===== src/sv/bcm_pkg.sv =====
// Shared types and constants for the banked cartridge mapper.
// No dependencies; imported by every module of the block.
package bcm_pkg;

  localparam int QDepth = 4;
  localparam int QPtrW  = $clog2(QDepth);

  localparam logic [15:0] AddrMask   = 16'hF003;
  localparam logic [15:0] AddrMirror = 16'h8001;
  localparam logic [15:0] AddrCmd    = 16'hA000;
  localparam logic [15:0] AddrData   = 16'hC000;
  localparam logic [15:0] AddrIrq    = 16'hE003;
  localparam logic [7:0]  EvenMask   = 8'hFE;
  localparam logic [7:0]  CmdMask    = 8'h07;
  localparam logic [7:0]  LowBit     = 8'h01;
  localparam logic [7:0]  PrgReset   = 8'd2;

  // Last step of the init sequence: 4 program slots then 8 character slots.
  localparam logic [3:0]  InitLastStep = 4'd11;
  localparam logic [3:0]  InitChrStart = 4'd4;

  typedef enum logic [1:0] {
    ACT_WRITE = 2'd0,
    ACT_TICK  = 2'd1,
    ACT_INIT  = 2'd2
  } action_t;

  typedef enum logic [1:0] {
    KIND_NONE   = 2'd0,
    KIND_CHR    = 2'd1,
    KIND_PRG    = 2'd2,
    KIND_MIRROR = 2'd3
  } kind_t;

  typedef enum logic [2:0] {
    CMD_CHR01 = 3'd0,
    CMD_CHR5  = 3'd1,
    CMD_CHR23 = 3'd2,
    CMD_CHR7  = 3'd3,
    CMD_PRG0  = 3'd4,
    CMD_PRG1  = 3'd5,
    CMD_CHR4  = 3'd6,
    CMD_CHR6  = 3'd7
  } cmd_t;

  // How the back end expands one queued request into results.
  typedef enum logic [1:0] {
    OP_ONE  = 2'd0,  // single result
    OP_PAIR = 2'd1,  // slot/bank, then slot+1/bank+1
    OP_INIT = 2'd2   // twelve default mappings, bank holds last program bank
  } op_t;

  typedef struct packed {
    op_t        op;
    kind_t      kind;
    logic [2:0] slot;
    logic [7:0] bank;
    logic       pulse;
  } req_t;

endpackage


===== src/sv/bcm_front.sv =====
// Front end: accepts input requests, keeps mapper state and the size register,
// and turns each request into at most one queue entry. Depends on bcm_pkg.
module bcm_front (
  input  logic               clk,
  input  logic               rst_n,
  input  logic               cfg_valid,
  input  logic [7:0]         cfg_data,
  input  logic               in_valid,
  input  logic [1:0]         in_action,
  input  logic [15:0]        in_address,
  input  logic [7:0]         in_value,
  input  logic               in_vblank,
  input  logic               q_full,
  output logic               in_ready,
  output logic               q_push,
  output bcm_pkg::req_t      q_req
);
  import bcm_pkg::*;

  logic [7:0] prg_banks_r;
  logic [2:0] cmd_idx_r, cmd_idx_nxt;
  logic       armed_r, armed_nxt;
  logic [7:0] line_cnt_r, line_cnt_nxt;
  logic       accept;
  logic       emit;
  logic [15:0] dec_addr;
  logic [7:0] even;
  logic [7:0] dec_cnt;
  logic [7:0] last_bank;

  assign in_ready  = !q_full;
  assign accept    = in_valid && in_ready;
  assign dec_addr  = in_address & AddrMask;
  assign even      = in_value & EvenMask;
  assign dec_cnt   = line_cnt_r - 8'd1;
  assign last_bank = {prg_banks_r[6:0], 1'b0} - 8'd1;

  always_comb begin
    cmd_idx_nxt  = cmd_idx_r;
    armed_nxt    = armed_r;
    line_cnt_nxt = line_cnt_r;
    emit         = 1'b0;
    q_req.op     = OP_ONE;
    q_req.kind   = KIND_NONE;
    q_req.slot   = 3'd0;
    q_req.bank   = 8'd0;
    q_req.pulse  = 1'b0;
    case (action_t'(in_action))
      ACT_WRITE: begin
        case (dec_addr)
          AddrMirror: begin
            emit       = 1'b1;
            q_req.kind = KIND_MIRROR;
            q_req.bank = in_value & LowBit;
          end
          AddrCmd: cmd_idx_nxt = 3'(in_value & CmdMask);
          AddrIrq: begin
            line_cnt_nxt = in_value;
            armed_nxt    = (in_value != 8'd0);
          end
          AddrData: begin
            emit       = 1'b1;
            q_req.kind = KIND_CHR;
            q_req.bank = in_value;
            case (cmd_t'(cmd_idx_r))
              CMD_CHR01: begin
                q_req.op   = OP_PAIR;
                q_req.slot = 3'd0;
                q_req.bank = even;
              end
              CMD_CHR5: q_req.slot = 3'd5;
              CMD_CHR23: begin
                q_req.op   = OP_PAIR;
                q_req.slot = 3'd2;
                q_req.bank = even;
              end
              CMD_CHR7: q_req.slot = 3'd7;
              CMD_PRG0: begin
                q_req.kind = KIND_PRG;
                q_req.slot = 3'd0;
              end
              CMD_PRG1: begin
                q_req.kind = KIND_PRG;
                q_req.slot = 3'd1;
              end
              CMD_CHR4: q_req.slot = 3'd4;
              default:  q_req.slot = 3'd6;
            endcase
          end
          default: ;
        endcase
      end
      ACT_TICK: begin
        if (!in_vblank && armed_r) begin
          line_cnt_nxt = dec_cnt;
          if (dec_cnt == 8'd0) begin
            armed_nxt   = 1'b0;
            emit        = 1'b1;
            q_req.pulse = 1'b1;
          end
        end
      end
      ACT_INIT: begin
        cmd_idx_nxt  = 3'd0;
        armed_nxt    = 1'b0;
        line_cnt_nxt = 8'd0;
        emit         = 1'b1;
        q_req.op     = OP_INIT;
        q_req.kind   = KIND_PRG;
        q_req.bank   = last_bank;
      end
      default: ;
    endcase
  end

  assign q_push = accept && emit;

  always_ff @(posedge clk) begin
    if (!rst_n) begin
      prg_banks_r <= PrgReset;
      cmd_idx_r   <= 3'd0;
      armed_r     <= 1'b0;
      line_cnt_r  <= 8'd0;
    end else begin
      if (cfg_valid) prg_banks_r <= cfg_data;
      if (accept) begin
        cmd_idx_r  <= cmd_idx_nxt;
        armed_r    <= armed_nxt;
        line_cnt_r <= line_cnt_nxt;
      end
    end
  end

endmodule


===== src/sv/bcm_queue.sv =====
// Short request queue between front and back end, QDepth entries.
// Depends on bcm_pkg for the entry type and depth.
module bcm_queue (
  input  logic          clk,
  input  logic          rst_n,
  input  logic          push,
  input  bcm_pkg::req_t push_req,
  input  logic          pop,
  output logic          full,
  output logic          not_empty,
  output bcm_pkg::req_t head
);
  import bcm_pkg::*;

  req_t              ent_r [QDepth];
  logic [QPtrW-1:0]  wr_ptr_r;
  logic [QPtrW-1:0]  rd_ptr_r;
  logic [QPtrW:0]    count_r;
  logic              do_push, do_pop;

  assign full      = (count_r == (QPtrW+1)'(QDepth));
  assign not_empty = (count_r != '0);
  assign head      = ent_r[rd_ptr_r];
  assign do_push   = push && !full;
  assign do_pop    = pop && not_empty;

  always_ff @(posedge clk) begin
    if (do_push) ent_r[wr_ptr_r] <= push_req;
  end

  always_ff @(posedge clk) begin
    if (!rst_n) begin
      wr_ptr_r <= '0;
      rd_ptr_r <= '0;
      count_r  <= '0;
    end else begin
      if (do_push) wr_ptr_r <= wr_ptr_r + 1'b1;
      if (do_pop)  rd_ptr_r <= rd_ptr_r + 1'b1;
      case ({do_push, do_pop})
        2'b10:   count_r <= count_r + 1'b1;
        2'b01:   count_r <= count_r - 1'b1;
        default: count_r <= count_r;
      endcase
    end
  end

endmodule


===== src/sv/bcm_back.sv =====
// Back end: expands queued requests into result items, one per cycle while
// out_ready is high, through a registered output stage. Depends on bcm_pkg.
module bcm_back (
  input  logic          clk,
  input  logic          rst_n,
  input  logic          q_valid,
  input  bcm_pkg::req_t q_head,
  output logic          q_pop,
  input  logic          out_ready,
  output logic          out_valid,
  output logic [1:0]    out_kind,
  output logic [2:0]    out_slot,
  output logic [7:0]    out_bank,
  output logic          out_pulse,
  output logic          out_last
);
  import bcm_pkg::*;

  logic [3:0] step_r;
  logic       valid_r;
  kind_t      kind_r;
  logic [2:0] slot_r;
  logic [7:0] bank_r;
  logic       pulse_r, last_r;

  kind_t      g_kind;
  logic [2:0] g_slot;
  logic [7:0] g_bank;
  logic       g_last;
  logic       load;

  assign load  = q_valid && (!valid_r || out_ready);
  assign q_pop = load && g_last;

  always_comb begin
    g_kind = q_head.kind;
    g_slot = q_head.slot;
    g_bank = q_head.bank;
    g_last = 1'b1;
    case (q_head.op)
      OP_PAIR: begin
        g_last = (step_r != 4'd0);
        if (step_r != 4'd0) begin
          g_slot = q_head.slot | 3'd1;
          g_bank = q_head.bank | 8'd1;
        end
      end
      OP_INIT: begin
        g_last = (step_r == InitLastStep);
        if (step_r < InitChrStart) begin
          g_kind = KIND_PRG;
          g_slot = step_r[2:0];
          case (step_r[1:0])
            2'd0:    g_bank = 8'd0;
            2'd1:    g_bank = 8'd1;
            2'd2:    g_bank = q_head.bank - 8'd1;
            default: g_bank = q_head.bank;
          endcase
        end else begin
          g_kind = KIND_CHR;
          g_slot = 3'(step_r - InitChrStart);
          g_bank = {5'd0, g_slot};
        end
      end
      default: ;
    endcase
  end

  always_ff @(posedge clk) begin
    if (!rst_n) begin
      valid_r <= 1'b0;
      step_r  <= 4'd0;
    end else begin
      if (load) valid_r <= 1'b1;
      else if (out_ready) valid_r <= 1'b0;
      if (load) step_r <= g_last ? 4'd0 : step_r + 4'd1;
    end
  end

  always_ff @(posedge clk) begin
    if (load) begin
      kind_r  <= g_kind;
      slot_r  <= g_slot;
      bank_r  <= g_bank;
      pulse_r <= q_head.pulse;
      last_r  <= g_last;
    end
  end

  assign out_valid = valid_r;
  assign out_kind  = kind_r;
  assign out_slot  = slot_r;
  assign out_bank  = bank_r;
  assign out_pulse = pulse_r;
  assign out_last  = last_r;

endmodule


===== src/sv/banked_cartridge_mapper_scanline_irq_top.sv =====
// Banked cartridge mapper with scanline IRQ counter: top level.
// Results pass the queue and a registered output stage. Throughput: one request per
// cycle unless the queue is full; one result per cycle while out_tready is high
// (init gives 12 results). A 4-entry request queue lets input run ahead of the result
// expander. Reset (sync, rst_n low): clears command index, IRQ state, queue and output;
// program size register returns to 2. Depends on bcm_pkg, front, queue, back.
module banked_cartridge_mapper_scanline_irq_top (
  input  logic        clk,
  input  logic        rst_n,
  // Configuration: program ROM size in 16KB units
  input  logic        cfg_valid,
  output logic        cfg_ready,
  input  logic [7:0]  cfg_data,
  // Input requests
  input  logic        in_tvalid,
  output logic        in_tready,
  input  logic [31:0] in_tdata,  // [15:0] address, [23:16] value, [24] in_vblank, rest 0
  input  logic [1:0]  in_tuser,  // [1:0] action
  // Results
  output logic        out_tvalid,
  input  logic        out_tready,
  output logic [15:0] out_tdata, // [2:0] slot, [10:3] bank, [11] irq_pulse, rest 0
  output logic [1:0]  out_tuser, // [1:0] update_kind
  output logic        out_tlast
);
  import bcm_pkg::*;

  logic       q_push, q_pop, q_full, q_valid;
  req_t       q_req, q_head;
  logic [2:0] res_slot;
  logic [7:0] res_bank;
  logic       res_pulse;

  // The size register is always writable; software must only write it while idle, the block does not enforce this.
  assign cfg_ready = 1'b1;

  // Front end decodes writes, runs the line counter, queues result requests.
  bcm_front u_front (
    .clk        (clk),
    .rst_n      (rst_n),
    .cfg_valid  (cfg_valid),
    .cfg_data   (cfg_data),
    .in_valid   (in_tvalid),
    .in_action  (in_tuser),
    .in_address (in_tdata[15:0]),
    .in_value   (in_tdata[23:16]),
    .in_vblank  (in_tdata[24]),
    .q_full     (q_full),
    .in_ready   (in_tready),
    .q_push     (q_push),
    .q_req      (q_req)
  );

  bcm_queue u_queue (
    .clk       (clk),
    .rst_n     (rst_n),
    .push      (q_push),
    .push_req  (q_req),
    .pop       (q_pop),
    .full      (q_full),
    .not_empty (q_valid),
    .head      (q_head)
  );

  // Back end expands pairs and the init sequence into individual results.
  bcm_back u_back (
    .clk       (clk),
    .rst_n     (rst_n),
    .q_valid   (q_valid),
    .q_head    (q_head),
    .q_pop     (q_pop),
    .out_ready (out_tready),
    .out_valid (out_tvalid),
    .out_kind  (out_tuser),
    .out_slot  (res_slot),
    .out_bank  (res_bank),
    .out_pulse (res_pulse),
    .out_last  (out_tlast)
  );

  assign out_tdata = {4'd0, res_pulse, res_bank, res_slot};

endmodule


===== config.mk =====
export PLATFORM = sky130hd
export DESIGN_NAME = banked_cartridge_mapper_scanline_irq_top
export DESIGN_NICKNAME = d
export VERILOG_FILES = /design/src/sv/bcm_pkg.sv /design/src/sv/bcm_front.sv /design/src/sv/bcm_queue.sv /design/src/sv/bcm_back.sv /design/src/sv/banked_cartridge_mapper_scanline_irq_top.sv
export SDC_FILE = /design/constraint.sdc
export NUM_CORES = 1
export LEC_CHECK = 0
export ABC_AREA = 1
export BUFFER_PORTS_ARGS = -buffer_cell sky130_fd_sc_hd__buf_2
export CELL_PAD_IN_SITES_DETAIL_PLACEMENT = 0
export CELL_PAD_IN_SITES_GLOBAL_PLACEMENT = 1
export CORE_ASPECT_RATIO = 1.5
export CORE_MARGIN = 5
export CORE_UTILIZATION = 40
export DETAILED_ROUTE_END_ITERATION = 10
export GPL_TIMING_DRIVEN = 0
export PLACE_DENSITY = 0.82
export SYNTH_ARGS = -nofsm -noshare
export SYNTH_HDL_FRONTEND = slang
export SYNTH_SLANG_ARGS = --single-unit

===== constraint.sdc =====
create_clock -name clk -period 3.4 [get_ports clk]
set_input_delay 0.34 -clock clk [delete_from_list [all_inputs] [get_ports clk]]
set_output_delay 0.34 -clock clk [all_outputs]
set_load 0.1 [all_outputs]

==> results.py, run 1 <==
metrics = {
    "min_path": {
        "hold_path.class": "in -> reg",
        "min_to": "u_front.prg_banks_r[2]",
        "whs_path_depth": 3,
        "worstHoldStart": "cfg_data[2]",
    },
    "floorplanning": {
        "io_pins": 69,
        "fp.dieArea_mm2": 0.0162,
        "fp.dieW_um": 106,
        "rows": 52,
        "die_h_um": 153,
        "initial_core_util_pct": 40.7,
        "core_area_mm2": 0.0135,
    },
    "synth": {
        "yosysWarnings": 0,
        "synthDistinctLibCells": 45,
        "synthCells": 590,
        "syn-cell-area_mm2": 0.00548,
        "synth_edf_count": 79,
        "synth_seq_area_share_pct": 55.4,
        "ys.flop_type": "edfxtp_1",
        "ys_ff_latch": 112,
        "async_flop_share_pct": 0,
        "syn_area_per_cell_um2": 9.28,
    },
    "routing": {
        "drt_iter0_markers": 143,
        "antenna_left": 0,
        "route.vias.total": 4111,
        "routed_wl_mm": 12.2,
        "viasPerCell": 5.04,
        "first_pass_iters": 4,
        "route.detailed.drc": 0,
        "wl_per_cell_um": 14.9,
    },
    "worst_setup_path": {
        "crit_required_ns": 3.64,
        "r2r_cells": 18,
        "cp_cell_sequence": "buf_6 > buf_6 > nand2_1 > a32oi_2 > inv_1 > ha_1 > inv_1 > a21oi_1 > nor2_1 > o21ai_1 > nand2_1 > inv_2 > ha_1 > fa_1 > a21oi_1 > o21ai_0 > o21ai_0 > a21oi_1",
        "end_kind": "flip-flop",
        "path_class": "reg -> reg",
        "critPathTopFamily": "compound AO/OA/AOI/OAI gates",
        "cp_common_cell": "a21oi_1",
        "cpPeakStageDelay_ns": 0.40,
        "r2r_end": "u_queue.count_r[2]",
        "slowest_stage": "fa_1",
        "cp.buffers_inverters": 5,
        "rrSetupSlack_ns": 0.27,
        "crit_arrival_ns": 3.37,
        "startpoint_type": "flip-flop",
        "critPathMaxFanout": 28,
    },
    "cells_and_area": {
        "synthToLayoutAreaGrowth_pct": 15.3,
        "drive_gt1_share_pct": 17.6,
        "design_area_mm2": 0.00631,
        "fin_nets": 716,
        "diodes": 0,
        "nFillCells": 1295,
    },
    "placement": {
        "io_buffers": 45,
        "place_area_mm2": 0.00600,
        "place_congestion": 0.863,
        "dp_hpwl_mm": 9.58,
    },
    "sta": {
        "finalMaxSlewViolations": 0,
        "fin_worst_skew_ns": 0.0115,
        "finalCritPeriodShare_pct": 92.0,
        "rsz0062_at_grt": "no",
        "worst_slew_pin_slew_ns": 0.649,
        "fmax_mhz": 320,
        "finalSetupViolCount": 0,
        "whs_ns": 0.215,
        "finalHoldViolCount": 0,
        "slew_headroom_pct": 56.3,
        "post-route-min-period_ns": 3.13,
    },
    "run_status": {
        "status": "finished, final reports clean",
    },
    "cts": {
        "clkSlewWorstSetupHoldPaths_ns": 0.08,
        "htreeDepth": 3,
        "cts_tree": "built",
        "root_buffer": "clkbuf_16",
        "cts.sinks": 112,
        "ctsHoldBuffers": 0,
        "clockBufferDepth": 2,
        "clk-insertion-delay-late_ns": 0.35,
        "cts_buffers": 9,
    },
    "global_route": {
        "gr-total-overflow": 0,
        "grt_usage_pct": 15.6,
        "antenna_found_initial": 0,
        "grt_pass1_wl_mm": 20.3,
        "grt_pass1_vias": 4260,
        "grt_max_degree": 20,
    },
    "power_and_ir_drop": {
        "power_density_mw_per_mm2": 837,
        "power_mw": 5.29,
        "ir_worst_vdd_mv": 0.352,
        "leakage_nw": 2.64,
    },
    "flow_run": {
        "max_cap_violations": 0,
    },
}
==> worst max-delay path by stage <==
stage / from / endpoint / depth (start not counted)
6_report: flip-flop / u_queue.count_r[2] / 18
5_1_grt: flip-flop / u_queue.count_r[2] / 18
4_1_cts: flip-flop / u_queue.count_r[2] / 17
3_5_place_dp: flip-flop / u_queue.count_r[2] / 18
3_3_place_gp: u_queue.count_r[0] / u_queue.count_r[1] / 8
2_1_floorplan: u_back.out_valid / u_queue.count_r[1] / 9
==> layer usage <==
metal / up-vias / wire length [µm] / part of all wire [%] / GRT usage [%]
met4: 0 / 281 / 2.3 / 7.41
met5: - / 0 / 0 / 0
met1: 1914 / 4750 / 39 / 16.7
li1: 2104 / - / - / -
met3: 17 / 400 / 3.3 / 3.00
met2: 76 / 6760 / 55 / 29.1
==> cells in the final DEF, fill, tap and decap left out, types with 2 or more instances in the layout <==
master,count
buf_8,3
nand3_2,2
edfxtp_1,79
a32oi_2,2
nand2_2,6
ha_1,18
nor3_1,5
nor2_2,6
nand4_1,5
conb_1,5
o22ai_1,15
clkbuf_1,3
xor2_1,6
inv_4,4
buf_6,5
inv_2,9
nor3_2,2
dfxtp_1,33
buf_2,49
buf_4,6
a21oi_1,41
inv_1,64
clkbuf_16,10
nand3b_1,2
clkinv_1,2
nand2_1,99
o21ai_0,49
o31ai_1,3
o21ai_1,6
nand3_1,35
nor2_1,57
xnor2_1,2
==> sequential cells by signal (all words and copies together), names as in the netlist, named ones only <==
signal and count:
u_queue.ent_r 64, u_back.out_bank 8, u_front.line_cnt_r 8, u_front.prg_banks_r 7
u_back.step_r 4, u_back.out_slot 3, u_front.cmd_idx_r 3, u_queue.count_r 3
u_back.out_kind 2, u_queue.rd_ptr_r 2, u_queue.wr_ptr_r 2, u_back.out_last 1
u_back.out_pulse 1, u_back.out_valid 1, u_front.armed_r 1
==> stage by stage <==
| stage | setup TNS, ns | util [%] | worst slack [ns] | instances |
|---|---|---|---|---|
| detailed placement | -0.279 | 44.5 | -0.209 | 805 |
| global placement | -0.582 | 43.9 | -0.335 | 800 |
| floorplan | 0 | - | 0.311 | 593 |
| CTS | 0 | 46.9 | 0.00682 | 818 |
| global route | 0 | 46.9 | 0.00787 | 816 |
| finish | 0 | 46.9 | 0.271 | 816 |
==> where the power goes <==
| part | internal (mW) | switching [mW] |
|---|---|---|
| Clock | 0.641 | 0.486 |
| Sequential | 1.72 | 0.0828 |
| Combinational | 0.578 | 1.77 |
| Total | 2.94 | 2.34 |
==> area by class of cell <==
| type | instances | area (µm²) | share of cell area (%) |
|---|---|---|---|
| clock buffers | 11 | 264 | 4.18 |
| plain buffers | 17 | 121 | 1.92 |
| well taps | 162 | 203 | 3.21 |
| repair buffers | 50 | 289 | 4.58 |
| inverters | 76 | 288 | 4.56 |
| multi-input cells | 383 | 2060 | 32.6 |
| flip-flops and latches | 112 | 3030 | 48.0 |
| clock inverters | 5 | 57.6 | 0.912 |
==> what timing repair did <==
| item | CTS | global route |
|---|---|---|
| setup buffers | 0 | 0 |
| setup endpoints to repair | 2 | 2 |
| resized for setup | 1 | 6 |
==> kinds of logic after synthesis <==
kind of cell    share of synthesized area [%]
xor+xnor                                 1.28
simple gates                             18.3
compound gates                           12.4
other cells                             0.137
fa+ha+maj                                4.71
flops                                    55.4
buf+inv                                  7.88
==> Yosys cell counts (2+ instances only) <==
library cell	count	area, µm²
nand3b_1	2	15.0
a31oi_1	2	12.5
nand2_1	99	372
nor2_2	2	12.5
conb_1	2	7.51
xor2_1	6	52.6
nand4_1	5	31.3
edfxtp_1	79	2370
clkinv_1	2	7.51
nor3_1	5	25.0
inv_2	8	30.0
xnor2_1	2	17.5
o31ai_1	3	22.5
dfxtp_1	33	661
buf_4	8	60.1
o22ai_1	15	93.8
clkbuf_1	4	15.0
buf_6	3	33.8
nor3_2	2	20.0
inv_1	65	244
nand2_2	6	37.5
a32oi_1	2	17.5
nand3_1	35	175
a21oi_1	41	205
ha_1	19	238
buf_2	7	35.0
o21ai_1	6	30.0
o21ai_0	49	245
nand3_2	2	20.0
nor2_1	61	229
==> worst register-to-register path: stages (launching register included) <==
cell     delay [ns]
dfxtp_1        0.33
buf_6          0.13
buf_6          0.23
nand2_1        0.10
a32oi_2        0.25
inv_1          0.07
ha_1           0.19
inv_1          0.08
a21oi_1        0.06
nor2_1         0.15
o21ai_1        0.14
nand2_1        0.14
inv_2          0.08
ha_1           0.24
fa_1           0.40
a21oi_1        0.12
o21ai_0        0.11
o21ai_0        0.16
a21oi_1        0.06
No activity file was read; power rests on OpenSTA's default activity.
==> run 2, diff against run 1 <==
PLACE_DENSITY = 0.72   (was 0.82)
TNS_END_PERCENT = 20   (was not set)
==> results.py, run 2 (synthesis results as in run 1) <==
metrics = {
    "run_status": {
        "status": "finished, final reports clean",
    },
    "global_route": {
        "antenna_found_initial": 0,
        "grt_pass1_vias": 4165,
        "grt_usage_pct": 15.4,
        "grt_max_degree": 29,
        "grt_pass1_wl_mm": 19.8,
        "gr-total-overflow": 0,
    },
    "cts": {
        "ctsHoldBuffers": 0,
        "clockBufferDepth": 2,
        "clk-insertion-delay-late_ns": 0.35,
        "cts_buffers": 9,
        "htreeDepth": 3,
        "root_buffer": "clkbuf_16",
        "cts.sinks": 112,
        "post_cts_buffers": 0,
        "cts_tree": "built",
        "clkSlewWorstSetupHoldPaths_ns": 0.08,
    },
    "sta": {
        "post-route-min-period_ns": 3.17,
        "finalCritPeriodShare_pct": 93.2,
        "worst_slew_pin_slew_ns": 0.628,
        "finalHoldViolCount": 0,
        "fin_worst_skew_ns": 0.0123,
        "fmax_mhz": 316,
        "whs_ns": 0.208,
        "finalMaxSlewViolations": 0,
        "rsz0062_at_grt": "no",
        "slew_headroom_pct": 57.7,
        "finalSetupViolCount": 0,
    },
    "worst_setup_path": {
        "rrSetupSlack_ns": 0.23,
        "cp.buffers_inverters": 6,
        "slowest_stage": "fa_1",
        "crit_required_ns": 3.65,
        "end_kind": "flip-flop",
        "critPathTopFamily": "compound AO/OA/AOI/OAI gates",
        "cp_cell_sequence": "buf_6 > inv_4 > buf_6 > nand2_1 > a32oi_2 > inv_1 > ha_1 > inv_1 > a21oi_1 > nor2_1 > o21ai_1 > nand2_2 > inv_2 > ha_1 > fa_1 > a21oi_1 > o21ai_0 > o21ai_0 > a21oi_1",
        "startpoint_type": "flip-flop",
        "r2r_cells": 19,
        "critPathMaxFanout": 28,
        "r2r_end": "u_queue.count_r[2]",
        "crit_arrival_ns": 3.41,
        "cpPeakStageDelay_ns": 0.40,
        "path_class": "reg -> reg",
        "crit_end": "u_queue.count_r[2]",
        "worst-path-stages": 19,
        "cp_common_cell": "a21oi_1",
    },
    "routing": {
        "route.detailed.drc": 0,
        "first_pass_iters": 6,
        "routed_wl_mm": 12.2,
        "wl_per_cell_um": 14.9,
        "drt_iter0_markers": 148,
        "route.vias.total": 4089,
        "viasPerCell": 5.01,
        "antenna_left": 0,
    },
    "floorplanning": {
        "core_area_mm2": 0.0135,
        "die_h_um": 153,
        "fp.dieW_um": 106,
        "io_pins": 69,
        "fp.dieArea_mm2": 0.0162,
        "initial_core_util_pct": 40.7,
        "rows": 52,
    },
    "power_and_ir_drop": {
        "power_density_mw_per_mm2": 826,
        "ir_worst_vdd_mv": 0.464,
        "leakage_nw": 2.63,
    },
    "cells_and_area": {
        "final_cell_mix": "nand2_1 (98), edfxtp_1 (79), inv_1 (64), nor2_1 (57)",
        "largest_reg_flops": 64,
        "final_common_cell": "nand2_1",
        "diodes": 0,
        "largest-register": "u_queue.ent_r",
        "fin_nets": 716,
        "drive_gt1_share_pct": 17.7,
        "fin_cells": 816,
        "synthToLayoutAreaGrowth_pct": 14.8,
    },
    "placement": {
        "placed_cells": 805,
        "io_buffers": 45,
        "dp_hpwl_mm": 9.55,
        "place_congestion": 0.825,
    },
    "flow_run": {
        "max_cap_violations": 0,
    },
    "min_path": {
        "hold_path.class": "in -> reg",
    },
}
## run 2: cell types whose count changed in the layout (fill, tap and decap cells not counted), sizes merged
| cell | change |
|---|---|
| clkbuf | -2 |
| clkinv | +2 |
| bufinv | -1 |
| inv | +1 |
## run 2: power breakdown
part	total [mW]	internal (mW)	switching [mW]
Sequential	1.81	1.72	0.0853
Clock	1.03	0.516	0.510
Combinational	2.36	0.575	1.78
## run 2: area by class of cell
cell class	count	area [µm²]
fillers	1306	7180
flip-flops and latches	112	3030
inverters	76	288
plain buffers	17	118
clock buffers	9	225
repair buffers	50	297
clock inverters	7	62.6
well taps	162	203
multi-input cells	383	2060
## run 2: per-stage QoR
stage          setup slack [ns]  area (µm²)  power [mW]  utilization (%)  setup TNS [ns]
6_report                  0.232        6290        5.20             46.7               0
5_1_grt                  0.0242        6290        5.50             46.7               0
4_1_cts                  0.0236        6270        5.22             46.6               0
3_5_place_dp             -0.215        6000        4.22             44.6          -0.326
3_3_place_gp             -0.438        5920        4.15             43.9          -0.878
2_1_floorplan             0.311        5490        3.71                -               0
## run 2: worst min path at each step
stage | start | endpoint | cells past startpoint
2_1_floorplan | u_queue.rd_ptr_r[1] | flip-flop | 2
3_3_place_gp | u_queue.rd_ptr_r[0] | u_queue.rd_ptr_r[0] | 1
3_5_place_dp | u_queue.rd_ptr_r[0] | flip-flop | 1
4_1_cts | cfg_data[1] | u_front.prg_banks_r[1] | 3
5_1_grt | cfg_data[1] | u_front.prg_banks_r[1] | 3
6_report | cfg_data[1] | u_front.prg_banks_r[1] | 3
## run 2: metal layers
metal	vias up	GRT usage (%)	part of all wire, %
met4	0	5.74	1.6
li1	2106	-	-
met5	-	0	0
met2	72	29.0	55
met3	13	2.87	3.4
met1	1898	16.8	40
## run 2: worst min-delay path, cell delays in order
cell	delay (ns)
buf_2	0.08
a21oi_1	0.05
o21ai_0	0.05
## run 2: repair_timing
item / in CTS / in global routing
resized for setup: 0 / 7
hold endpoints to repair: 0 / 0
endpoints found under the setup margin: 2 / 2
==> run 3, diff against run 2 <==
ABC_AREA = not set   (was 1)
PLACE_DENSITY = 0.69   (was 0.72)
==> results.py, run 3 <==
metrics = {
    "sta": {
        "worst_slew_pin_slew_ns": 0.817,
        "layout_setup_ws_ns": 0.196,
        "rsz0062_at_grt": "no",
        "slew_headroom_pct": 45.6,
        "finalCritPeriodShare_pct": 94.2,
        "post-route-min-period_ns": 3.20,
        "fmax_mhz": 312,
        "finalSetupViolCount": 0,
        "tns_ns": 0,
        "finalMaxSlewViolations": 0,
        "fin_worst_skew_ns": 0.00637,
        "finalHoldViolCount": 0,
    },
    "cts": {
        "root_buffer": "clkbuf_16",
        "htreeDepth": 3,
        "cts_tree": "built",
        "clk-insertion-delay-late_ns": 0.35,
        "cts.sinks": 112,
        "clkSlewWorstSetupHoldPaths_ns": 0.07,
        "clockBufferDepth": 2,
        "ctsHoldBuffers": 0,
        "cts_buffers": 9,
    },
    "cells_and_area": {
        "final_cell_mix": "edfxtp_1 (79), buf_2 (43), nor2_1 (38), inv_1 (32), dfxtp_1 (31)",
        "largest_reg_flops": 64,
        "fin_cells": 689,
        "drive_gt1_share_pct": 22.4,
        "fin_util_pct": 47.3,
        "diodes": 0,
        "nFillCells": 1230,
        "multi_input_area_mm2": 0.00223,
        "synthToLayoutAreaGrowth_pct": 16.6,
        "seq_area_mm2": 0.00304,
        "fin_nets": 589,
        "final_common_cell": "edfxtp_1",
        "largest-register": "u_queue.ent_r",
    },
    "synth": {
        "synthCells": 454,
        "synth_seq_area_share_pct": 55.5,
        "ys_ff_latch": 112,
        "synthDistinctLibCells": 69,
        "syn_area_per_cell_um2": 12.0,
        "synth.area.top_cells": "edfxtp_1 (43%), dfxtp_1 (12%), mux4_2 (6.2%), ha_1 (4.4%), nor2_1 (2.6%)",
        "ys.flop_type": "edfxtp_1",
        "yosysMostFrequentCell": "edfxtp_1",
        "async_flop_share_pct": 0,
        "synth_commonest_cells": "edfxtp_1 (79), nor2_1 (38), dfxtp_1 (33)",
        "syn-cell-area_mm2": 0.00546,
        "yosysWarnings": 0,
        "synth_edf_count": 79,
        "yosysTopAreaCell": "edfxtp_1",
        "synth_top_area_share_pct": 43.4,
    },
    "power_and_ir_drop": {
        "pwr-share-seq_pct": 51.7,
        "leakage_nw": 2.37,
        "share_comb_of_total_power_pct": 9.6,
        "clkPwrFrac_pct": 38.7,
        "ir_worst_vdd_mv": 0.233,
        "p_sw_mw": 0.699,
        "power_density_mw_per_mm2": 453,
        "p_int_mw": 2.19,
        "swShare_pct": 24.2,
        "power_mw": 2.89,
    },
    "worst_setup_path": {
        "rrSetupSlack_ns": 0.20,
        "r2r_end": "u_queue.count_r[2]",
        "crit_required_ns": 3.68,
        "cp_cell_sequence": "buf_4 > mux4_2 > ha_2 > and4b_1 > a211o_4 > and2_4 > ha_2 > fa_1 > xnor2_1 > or3_1 > a21oi_1",
        "path_class": "reg -> reg",
        "cp_common_cell": "ha_2",
        "end_kind": "flip-flop",
        "r2r_cells": 11,
        "slowest_stage": "dfxtp_2",
        "cpPeakStageDelay_ns": 0.43,
        "critPathMaxFanout": 10,
        "startpoint_type": "flip-flop",
        "crit_arrival_ns": 3.48,
    },
    "min_path": {
        "whs_path_depth": 3,
        "worstHoldStart": "cfg_data[1]",
        "hold_path.class": "in -> reg",
        "min_to": "u_front.prg_banks_r[1]",
    },
    "global_route": {
        "grt_pass1_wl_mm": 19.0,
        "grt_pass1_vias": 3805,
        "grt_usage_pct": 15.1,
        "gr-total-overflow": 0,
        "grt_max_degree": 20,
        "antenna_found_initial": 0,
    },
    "floorplanning": {
        "fp.dieArea_mm2": 0.0161,
        "io_pins": 69,
        "rows": 52,
        "core_area_mm2": 0.0135,
        "initial_core_util_pct": 40.6,
        "die_h_um": 153,
        "fp.dieW_um": 105,
    },
    "routing": {
        "route.vias.total": 3678,
        "antenna_left": 0,
        "viasPerCell": 5.34,
        "route.detailed.drc": 0,
        "routed_wl_mm": 11.7,
        "first_pass_iters": 4,
        "drt_iter0_markers": 137,
        "wl_per_cell_um": 17.0,
    },
    "run_status": {
        "status": "finished, final reports clean",
    },
    "placement": {
        "pre_cts_ws_ns": -0.451,
        "placed_cells": 664,
        "dp_hpwl_mm": 8.85,
        "io_buffers": 43,
        "place_congestion": 0.811,
    },
    "flow_run": {
        "max_cap_violations": 0,
    },
}
## run 3: cell types whose count changed after synthesis, sizes merged, moves of 16 or more
cell	previous run	this run
a21oi	41	16
inv	74	32
mux4	0	16
nand2	106	28
nand3	37	9
nor2	64	38
o21ai	55	36
## run 3: worst max-delay path by stage
stage | from | end | slack [ns]
2_1_floorplan | flip-flop | u_queue.count_r[2] | 0.15
3_3_place_gp | flip-flop | u_queue.count_r[2] | -0.39
3_5_place_dp | flip-flop | u_queue.count_r[2] | -0.45
4_1_cts | flip-flop | u_queue.count_r[2] | 0.02
5_1_grt | u_front.line_cnt_r[0] | u_queue.count_r[2] | 0.01
6_report | flip-flop | u_queue.count_r[2] | 0.20
## run 3: power by group through the flow
stage / clock network [mW] / logic (mW) / registers (mW)
2_1_floorplan: 0 / 0.178 / 1.54
3_3_place_gp: 0 / 0.263 / 1.52
3_5_place_dp: 0 / 0.270 / 1.52
4_1_cts: 1.14 / 0.271 / 1.49
5_1_grt: 1.20 / 0.306 / 1.50
6_report: 1.12 / 0.277 / 1.49
## run 3: critical path, delay by kind of cell (launching register included)
family	cells	cell delay, ns
xor gates and xnor gates	1	0.15
buffers and inverters	1	0.23
DFF	1	0.43
and+or+nand+nor	3	0.69
adders and majority gates	3	0.82
muxes	1	0.35
AOI/OAI and AO/OA	2	0.45
## run 3: kinds of logic after synthesis
logic type,share of synthesized area [%]
AO/OA/AOI/OAI,10.7
XOR/XNOR,2.57
adder cells (fa/ha/maj),4.72
buffers and inverters,4.58
flip-flops,55.5
multiplexers,8.70
other,0.137
AND/OR/NAND/NOR,13.1
## run 3: layout make-up
type | instances | area share (%)
flip-flops and latches | 112 | 47.6
plain buffers | 19 | 1.96
clock buffers | 12 | 4.54
repair buffers | 56 | 5.15
clock inverters | 4 | 0.550
inverters | 33 | 1.94
multi-input cells | 291 | 35.0
well taps | 162 | 3.18
## run 3: per-stage QoR
| step | hold slack (ns) | area [µm²] |
|---|---|---|
| 2_1_floorplan | 0.438 | 5470 |
| 3_3_place_gp | 0.451 | 5890 |
| 3_5_place_dp | 0.459 | 5930 |
| 4_1_cts | 0.206 | 6250 |
| 5_1_grt | 0.237 | 6370 |
| 6_report | 0.219 | 6370 |
## run 3: routing by layer
metal / GRT usage [%] / up-vias / wire length, µm
li1: - / 1803 / -
met1: 15.7 / 1792 / 4550
met2: 28.7 / 66 / 6430
met3: 2.62 / 17 / 347
met4: 7.13 / 0 / 395
met5: 0 / - / 0
## run 3: what timing repair did
item                       in CTS  in global routing
buffers inserted                0                 11
pin swaps                       1                  1
setup endpoints to repair       2                  1
gates resized for setup         6                  6
